<file path="config.mk">
export PLATFORM = sky130hd
export DESIGN_NAME = smbus_host_controller_regs
export DESIGN_NICKNAME = d
export VERILOG_FILES = /design/src/hw/rtl/smbhc_pkg.sv /design/src/hw/rtl/smbhc_regfile.sv /design/src/hw/rtl/smbus_host_controller_regs.sv
export SDC_FILE = /design/constraint.sdc
export NUM_CORES = 1
export LEC_CHECK = 0
export CORE_UTILIZATION = 25
export DETAILED_ROUTE_END_ITERATION = 12
export DONT_BUFFER_PORTS = 1
export MAX_ROUTING_LAYER = met4
export PLACE_DENSITY = 0.5
export SLEW_MARGIN = 30
export SYNTH_ARGS = -nofsm -noshare
export SYNTH_HDL_FRONTEND = slang
export SYNTH_SLANG_ARGS = --single-unit
</file>
<file path="constraint.sdc">
create_clock -name clk_i -period 7.5 [get_ports clk_i]
set_input_delay 2.25 -clock clk_i [delete_from_list [all_inputs] [get_ports clk_i]]
set_output_delay 2.25 -clock clk_i [all_outputs]
set_load 0.05 [all_outputs]
</file>
<file path="src/hw/rtl/smbhc_pkg.sv">
// Shared types and constants for the SMBus host controller register file.
// Used by the register file core, the top level and the port checker.
package smbhc_pkg;

  localparam int unsigned BLOCK_BYTES = 32;
  localparam int unsigned IDX_W = $clog2(BLOCK_BYTES);

  typedef enum logic [2:0] {
    KIND_REG_WRITE = 3'd0,
    KIND_REG_READ  = 3'd1,
    KIND_BUS_DONE  = 3'd2,
    KIND_BUF_STORE = 3'd3,
    KIND_BUF_FETCH = 3'd4
  } kind_e;

  // Register offsets inside the I/O window.
  localparam logic [5:0] REG_STATUS  = 6'd0;
  localparam logic [5:0] REG_CONTROL = 6'd2;
  localparam logic [5:0] REG_ADDRESS = 6'd4;
  localparam logic [5:0] REG_DATA0   = 6'd6;
  localparam logic [5:0] REG_DATA1   = 6'd7;
  localparam logic [5:0] REG_COMMAND = 6'd8;
  localparam logic [5:0] REG_BLOCK   = 6'd9;

  // Status bits.
  localparam logic [7:0] ST_ABORT     = 8'h01;
  localparam logic [7:0] ST_PRERR     = 8'h04;
  localparam logic [7:0] ST_DONE      = 8'h10;
  localparam logic [7:0] ST_CLEARABLE = 8'h37;

  // Control bits.
  localparam int unsigned CT_START_BIT = 3;
  localparam int unsigned CT_IRQEN_BIT = 4;
  localparam int unsigned CT_ABORT_BIT = 5;
  localparam logic [7:0]  CT_READ_MASK = 8'h1f;

  // Protocol codes.
  localparam logic [2:0] PROTO_QUICK = 3'd0;
  localparam logic [2:0] PROTO_WORD  = 3'd3;
  localparam logic [2:0] PROTO_BLOCK = 3'd5;

  localparam int unsigned S_DATA_W = 40;
  localparam int unsigned M_DATA_W = 56;

  typedef struct packed {
    kind_e       kind;
    logic [5:0]  offset;
    logic [7:0]  value;
    logic        bus_ok;
    logic [15:0] bus_data;
    logic [4:0]  buf_position;
  } item_t;

  typedef struct packed {
    logic [7:0]  read_data;
    logic        irq_level;
    logic        start_request;
    logic [2:0]  req_protocol;
    logic [6:0]  req_device;
    logic        req_read;
    logic [7:0]  req_command;
    logic [15:0] req_word;
    logic [7:0]  req_block_len;
  } result_t;

endpackage

</file>
<file path="src/hw/rtl/smbhc_regfile.sv">
// Register file core of the SMBus host controller: register state, block
// buffer and the per-beat update logic. Depends on smbhc_pkg.
module smbhc_regfile (
  input  logic               clk_i,
  input  logic               rst_ni,
  input  logic               fire_i,
  input  smbhc_pkg::item_t   item_i,
  output smbhc_pkg::result_t result_o
);
  import smbhc_pkg::*;

  logic [7:0]     status_q, status_d;
  logic [7:0]     control_q, control_d;
  logic [7:0]     command_q, command_d;
  logic [7:0]     address_q, address_d;
  logic [7:0]     data0_q, data0_d;
  logic [7:0]     data1_q, data1_d;
  logic [IDX_W-1:0] index_q, index_d;
  logic           irq_q, irq_d;
  logic           busy_q, busy_d;
  logic [7:0]     blk_mem_q [BLOCK_BYTES];

  logic             blk_we;
  logic [IDX_W-1:0] blk_waddr;
  logic [IDX_W-1:0] blk_raddr;
  logic [7:0]       blk_rdata;
  logic [IDX_W-1:0] index_next;
  logic [7:0]       st;
  logic [7:0]       rd;
  logic             start;
  logic             proto_ok;

  function automatic logic proto_supported(logic [2:0] p);
    return (p <= PROTO_WORD) || (p == PROTO_BLOCK);
  endfunction

  assign index_next = (index_q == IDX_W'(BLOCK_BYTES - 1)) ? '0 : index_q + 1'b1;
  assign blk_raddr  = (item_i.kind == KIND_BUF_FETCH) ? item_i.buf_position : index_q;
  assign blk_rdata  = blk_mem_q[blk_raddr];
  assign proto_ok   = proto_supported(item_i.value[2:0]);

  always_comb begin
    status_d  = status_q;
    control_d = control_q;
    command_d = command_q;
    address_d = address_q;
    data0_d   = data0_q;
    data1_d   = data1_q;
    index_d   = index_q;
    irq_d     = irq_q;
    busy_d    = busy_q;
    blk_we    = 1'b0;
    blk_waddr = index_q;
    rd        = '0;
    start     = 1'b0;
    st        = status_q;

    case (item_i.kind)
      KIND_REG_WRITE: begin
        unique case (item_i.offset)
          REG_STATUS: begin
            irq_d = control_q[CT_IRQEN_BIT] &&
                    (|(item_i.value & ST_CLEARABLE & ~(status_q & ST_CLEARABLE)));
            status_d = (|(item_i.value & ST_CLEARABLE)) ? 8'h00 : ST_DONE;
            index_d  = '0;
          end
          REG_CONTROL: begin
            control_d = item_i.value;
            if (item_i.value[CT_ABORT_BIT]) begin
              st = st | ST_ABORT;
            end
            if (item_i.value[CT_START_BIT] && !busy_q) begin
              if (proto_ok) begin
                start  = 1'b1;
                busy_d = 1'b1;
              end else begin
                st = st | ST_PRERR;
                if (item_i.value[CT_IRQEN_BIT] && (|(st & ST_CLEARABLE))) begin
                  irq_d = 1'b1;
                end
              end
            end
            status_d = st;
          end
          REG_ADDRESS: address_d = item_i.value;
          REG_DATA0:   data0_d   = item_i.value;
          REG_DATA1:   data1_d   = item_i.value;
          REG_COMMAND: command_d = item_i.value;
          REG_BLOCK: begin
            blk_we  = 1'b1;
            index_d = index_next;
          end
          default: ;
        endcase
      end
      KIND_REG_READ: begin
        unique case (item_i.offset)
          REG_STATUS:  rd = status_q;
          REG_CONTROL: rd = control_q & CT_READ_MASK;
          REG_ADDRESS: rd = address_q;
          REG_DATA0:   rd = data0_q;
          REG_DATA1:   rd = data1_q;
          REG_COMMAND: rd = command_q;
          REG_BLOCK: begin
            rd      = blk_rdata;
            index_d = index_next;
          end
          default: rd = '0;
        endcase
      end
      KIND_BUS_DONE: begin
        if (busy_q) begin
          busy_d = 1'b0;
          if (!item_i.bus_ok) begin
            st = st | ST_PRERR;
          end else begin
            // Returned data only lands for read transactions.
            if (address_q[0]) begin
              if (control_q[2:0] == PROTO_WORD) begin
                data1_d = item_i.bus_data[15:8];
              end
              if (control_q[2:0] != PROTO_QUICK) begin
                data0_d = item_i.bus_data[7:0];
              end
            end
            st = st | ST_DONE;
          end
          status_d = st;
          if (control_q[CT_IRQEN_BIT] && (|(st & ST_CLEARABLE))) begin
            irq_d = 1'b1;
          end
        end
      end
      KIND_BUF_STORE: begin
        blk_we    = 1'b1;
        blk_waddr = item_i.buf_position;
      end
      KIND_BUF_FETCH: rd = blk_rdata;
      default: ;
    endcase
  end

  always_comb begin
    result_o = '0;
    result_o.read_data = rd;
    result_o.irq_level = irq_d;
    if (start) begin
      result_o.start_request = 1'b1;
      result_o.req_protocol  = control_d[2:0];
      result_o.req_device    = address_q[7:1];
      result_o.req_read      = address_q[0];
      result_o.req_command   = command_q;
      result_o.req_word      = {data1_q, data0_q};
      result_o.req_block_len = data0_q;
    end
  end

  always_ff @(posedge clk_i or negedge rst_ni) begin
    if (!rst_ni) begin
      status_q  <= '0;
      control_q <= '0;
      command_q <= '0;
      address_q <= '0;
      data0_q   <= '0;
      data1_q   <= '0;
      index_q   <= '0;
      irq_q     <= 1'b0;
      busy_q    <= 1'b0;
    end else if (fire_i) begin
      status_q  <= status_d;
      control_q <= control_d;
      command_q <= command_d;
      address_q <= address_d;
      data0_q   <= data0_d;
      data1_q   <= data1_d;
      index_q   <= index_d;
      irq_q     <= irq_d;
      busy_q    <= busy_d;
    end
  end

  // The block buffer is small enough to live in flops cleared by reset.
  always_ff @(posedge clk_i or negedge rst_ni) begin
    if (!rst_ni) begin
      for (int i = 0; i < BLOCK_BYTES; i++) begin
        blk_mem_q[i] <= '0;
      end
    end else if (fire_i && blk_we) begin
      blk_mem_q[blk_waddr] <= item_i.value;
    end
  end

endmodule

</file>
<file path="src/hw/rtl/smbus_host_controller_regs.sv">
// Top level of the SMBus host controller register file: stream ports,
// input register and result register around smbhc_regfile (smbhc_pkg).
//
//   Channel | Dir | Handshake               | Payload
//   --------+-----+-------------------------+-----------------------------------
//   s_axis  | in  | s_axis_tvalid/tready    | tuser: kind, tdata: access fields
//   m_axis  | out | m_axis_tvalid/tready    | tuser: start_request, tdata: result
//
// One beat is accepted every cycle unless the output stalls; each beat yields
// exactly one result beat. A beat sits in the input register, then updates the
// register file and loads the result register. Reset clears the valid flags,
// register file state and 32-byte block buffer at once, so no beat waits on a
// clearing pass. A stalled output holds its result; the input register keeps
// taking a beat while that result waits, then backs up the input side.
module smbus_host_controller_regs (
  input  logic                             clk_i,
  input  logic                             rst_ni,
  input  logic                             s_axis_tvalid,
  output logic                             s_axis_tready,
  // [5:0] offset, [13:6] value, [14] bus_ok, [30:15] bus_data,
  // [35:31] buf_position, [39:36] zero
  input  logic [smbhc_pkg::S_DATA_W-1:0]   s_axis_tdata,
  // [2:0] kind
  input  logic [2:0]                       s_axis_tuser,
  output logic                             m_axis_tvalid,
  input  logic                             m_axis_tready,
  // [7:0] read_data, [8] irq_level, [11:9] req_protocol, [18:12] req_device,
  // [19] req_read, [27:20] req_command, [43:28] req_word,
  // [51:44] req_block_len, [55:52] zero
  output logic [smbhc_pkg::M_DATA_W-1:0]   m_axis_tdata,
  // [0] start_request
  output logic                             m_axis_tuser
);
  import smbhc_pkg::*;

  logic    in_vld_q;
  item_t   in_item_q;
  item_t   in_item_d;
  logic    out_vld_q;
  result_t out_res_q;
  result_t res;
  logic    s_accept;
  logic    fire;

  assign fire          = in_vld_q && (!out_vld_q || m_axis_tready);
  assign s_axis_tready = !in_vld_q || fire;
  assign s_accept      = s_axis_tvalid && s_axis_tready;

  always_comb begin
    in_item_d.kind         = kind_e'(s_axis_tuser);
    in_item_d.offset       = s_axis_tdata[5:0];
    in_item_d.value        = s_axis_tdata[13:6];
    in_item_d.bus_ok       = s_axis_tdata[14];
    in_item_d.bus_data     = s_axis_tdata[30:15];
    in_item_d.buf_position = s_axis_tdata[35:31];
  end

  always_ff @(posedge clk_i or negedge rst_ni) begin
    if (!rst_ni) begin
      in_vld_q  <= 1'b0;
      out_vld_q <= 1'b0;
    end else begin
      if (s_accept) begin
        in_vld_q <= 1'b1;
      end else if (fire) begin
        in_vld_q <= 1'b0;
      end
      if (fire) begin
        out_vld_q <= 1'b1;
      end else if (m_axis_tready) begin
        out_vld_q <= 1'b0;
      end
    end
  end

  always_ff @(posedge clk_i) begin
    if (s_accept) begin
      in_item_q <= in_item_d;
    end
    if (fire) begin
      out_res_q <= res;
    end
  end

  smbhc_regfile u_regfile (
    .clk_i    (clk_i),
    .rst_ni   (rst_ni),
    .fire_i   (fire),
    .item_i   (in_item_q),
    .result_o (res)
  );

  assign m_axis_tvalid = out_vld_q;
  assign m_axis_tuser  = out_res_q.start_request;
  assign m_axis_tdata  = {4'b0000,
                          out_res_q.req_block_len,
                          out_res_q.req_word,
                          out_res_q.req_command,
                          out_res_q.req_read,
                          out_res_q.req_device,
                          out_res_q.req_protocol,
                          out_res_q.irq_level,
                          out_res_q.read_data};

endmodule

</file>
==> results.md <==
- #FFs+latches synth: 389
- Crit-path max cell delay: 0.51 ns
- Top area cells in the synthesized netlist: dfrtp_1, edfxtp_1, mux2_2, nand2_1, mux2_1
- Vias in the first global route: roughly 12000
- Setup TNS: 0 ns
- Largest net degree at the start of global routing: 306
- Reg-to-reg slack, setup: just over 3 ns
- Max_cap viols: 0
- CP delay by family, top: simple AND/OR/NAND/NOR gates
- Kind of critical path: primary input to output port
- Final Critical Period: between 5 and 6 ns
- Hold-fix buffers, CTS: 0
- Actual slew at the worst max-slew pin: 1.103 ns
- Synth-to-Final Area Change: 13.15%
- First-pass GRT wire length: 76670 um
- Net count reported at finish: approximately 1500
- CP max FO: 3
- Crit end category: output port
- Clk_lat worst skew: 0.59 ns
- Cts bufs inserted: 42
- Drc violations: 0
- Via density: 4.779
- Min-delay src: u_regfile.blk_mem_q[141]
- Slew HR: around a quarter
- Ys flop type: dfrtp_1
- Gates resized, CTS repair: 0
- R2R Path End: m_axis_tdata[6]
- Worst R2R Start: in_item_q[36]
- Synth cell types: 64
- Req. time, crit path: between 5 and 6 ns
- Pre-antenna DRT Iters: 5
- Worst Reg-to-Reg Cells: 8
- Gate Count Post-Synth: around 1500
- Fill cells: around 7400
- Most frequent cells in the layout: dfrtp_1, nand2_1, mux2_2
- Antenna violations before repair: 1
- Final hold vios: 0
- FMAX: approximately 200 MHz
- PnR worst setup slack: roughly 2.5 ns
- Leakage power: 8.817 nW
- Maximum vdd drop: roughly 0.18 mV
- Routed len/inst: 20.09 um
- CTS H-tree depth: 2
- CTS tree: yes
- Clock Skew: around 0.026 ns
- Worst path arrival time: between 2 and 3 ns
- CORE AREA: between 0.07 and 0.08 sq mm
- Buffers added on ports: 0
- Number of flops mapped to enable cells by yosys: 84
- Starting Density: 25.23%
- RSZ-0062 raised after global routing: no
- Top cell type's share of synthesized area: 42.39%
- Critical-path top delay cell: nand3b_1
- ANT nets after route: 0
- Num ports: 106
- Placer Congestion: roughly 0.83
- Tot GR Track Use: between 10 and 15%
- Inst Count DP: roughly 2400
- Clock transition at path regs: approximately 0.060 ns
- Register area share after synthesis: 56.40%
- Post-DP HPWL: 32090 um
- Die X: 270.4 um
- Die area: about 0.073 sq mm
- Cell row count: 98
- Hold Slack: 0.4872 ns
- Hold Path Depth: 1
- Leading area contributor after synthesis: dfrtp_1
- DP Worst Slack: 2.445 ns
- Pins Over Slew Limit: 0
- Vias: 11834
- Layout cells sized above 1: 22.80%
- Post-synth ARST share: between 70% and 80%
- Setup bufs post-CTS: 0
- WL final: 49750 um
- Final setup fails: 0
- Synth warnings: 0
- Clk Tree Root Cell: clkbuf_16
- Critical Path Source Type: primary input
- WP buf/inv: 0
- Antenna diodes: 0
- Synthesized area per cell: 11.77 sq um
- GRT Residual Overflow: 0
- Status: finished clean
- CTS sink cnt: just under 400
- Hold EP: u_regfile.blk_mem_q[141]
- Initial DRC Count: between 900 and 1000
- Die Y-Extent: 270.4 um
- Critical path cell sequence: nand3b_1
- Most common cell after layout, fill and taps aside: dfrtp_1
- Final Cycle Share: between 60% and 70%
- Deepest clock path buffer count: 3
- Pwr per Cell Area: 233.9 mW/mm^2
- Worst hold path type: flip-flop to flip-flop
- Syn Std Cell Area: 0.01801 sq mm
- Final std cells w/o fill: 2476
[report_power, final]
group | internal, W | switching [W] | total [W] | leakage (nW)
logic | 0.0000971 | 0.000165 | 0.000262 | 3.07
registers | 0.00225 | 0.000123 | 0.00237 | 5.05
clock network | 0.00124 | 0.000891 | 0.00213 | 0.700
[logic make-up (layout without fill, tap and decap cells)]
kind of cell             Yosys count  count (layout)  synth area share [%]
AO/OA/AOI/OAI                    183             183                 6.601
buffers and inverters            115             108                 2.884
multiplexers                     307             307                 19.56
other                              1               4               0.02083
adder cells (fa/ha/maj)            2               2                0.1390
AND/OR/NAND/NOR                  533             533                 14.40
flip-flops                       389             389                 56.40
[worst max path at each step]
stage | slack (ns) | depth (start not counted) | startpoint | end
6_report | 2.49 | 1 | m_axis_tready | s_axis_tready
4_1_cts | 2.49 | 1 | m_axis_tready | s_axis_tready
3_5_place_dp | 2.44 | 7 | m_axis_tready | u_regfile.blk_mem_q[61]
2_1_floorplan | 2.40 | 8 | m_axis_tready | u_regfile.index_q[3]
3_3_place_gp | 2.50 | 1 | m_axis_tready | s_axis_tready
5_1_grt | 2.47 | 1 | m_axis_tready | s_axis_tready
[synth_stat cells (3+ instances only)]
cell and number:
dfrtp_1 305, nand2_1 249, mux2_2 189, edfxtp_1 84
mux2_1 74, clkbuf_1 72, nand3_1 65, a21oi_1 61
nor2_1 52, and2_1 49, mux2_4 24, and3_1 21
mux2i_1 20, o21ai_0 20, a31oi_1 18, buf_2 16
buf_4 12, nor3_1 12, a211oi_1 11, a32oi_1 11
nand4_1 10, nor2b_1 10, o21ai_1 9, nand2_2 8
nand2b_1 7, nand3b_1 7, nor2_2 7, o22ai_1 7
buf_1 6, inv_1 6, o211ai_1 6, or2_2 6
a21boi_0 5, a222oi_1 5, nor4_1 5, o32a_1 5
a22oi_1 4, nor3_4 4, a221oi_1 3, a2bb2oi_1 3
buf_6 3, nor3b_1 3, o2111ai_1 3, o31ai_1 3
or4_1 3
[through the flow]
step	utilization, %	power (W)	area [sq um]
finish	28.55	0.004765	20370
CTS	28.54	0.004827	20370
floorplan	-	0.002583	18020
detailed placement	26.57	0.002677	18960
global placement	26.56	0.002670	18950
global route	28.55	0.004937	20370
[flip-flops by register name (all words and copies together), names as in the netlist]
name and flops:
u_regfile.blk_mem_q 256, m_axis_tdata 44, in_item_q 39, u_regfile.address_q 8, u_regfile.command_q 8, u_regfile.data0_q 8, u_regfile.data1_q 8, u_regfile.control_q 5
u_regfile.index_q 5, u_regfile.status_q 3, in_vld_q 1, m_axis_tuser 1, m_axis_tvalid 1, u_regfile.busy_q 1, u_regfile.irq_q 1
[cell type report]
class	instances	area, sq um	area share (%)
Clock inverter	22	245.2	1.204
Sequential cell	389	10150	49.84
Clock buffer	56	1164	5.711
Timing Repair Buffer	24	180.2	0.8843
Inverter	6	22.52	0.1105
Multi-Input combinational cell	1029	7420	36.42
Tap cell	950	1189	5.834
[routing by layer]
| metal | track usage, % | vias up | share of wire [%] |
|---|---|---|---|
| met1 | 18.04 | 6079 | 45 |
| li1 | - | 5363 | - |
| met3 | 2.400 | 84 | 5.3 |
| met5 | - | - | 0 |
| met2 | 22.25 | 308 | 47 |
| met4 | 4.609 | 0 | 2.7 |
No activity file was read; power rests on OpenSTA's default activity.
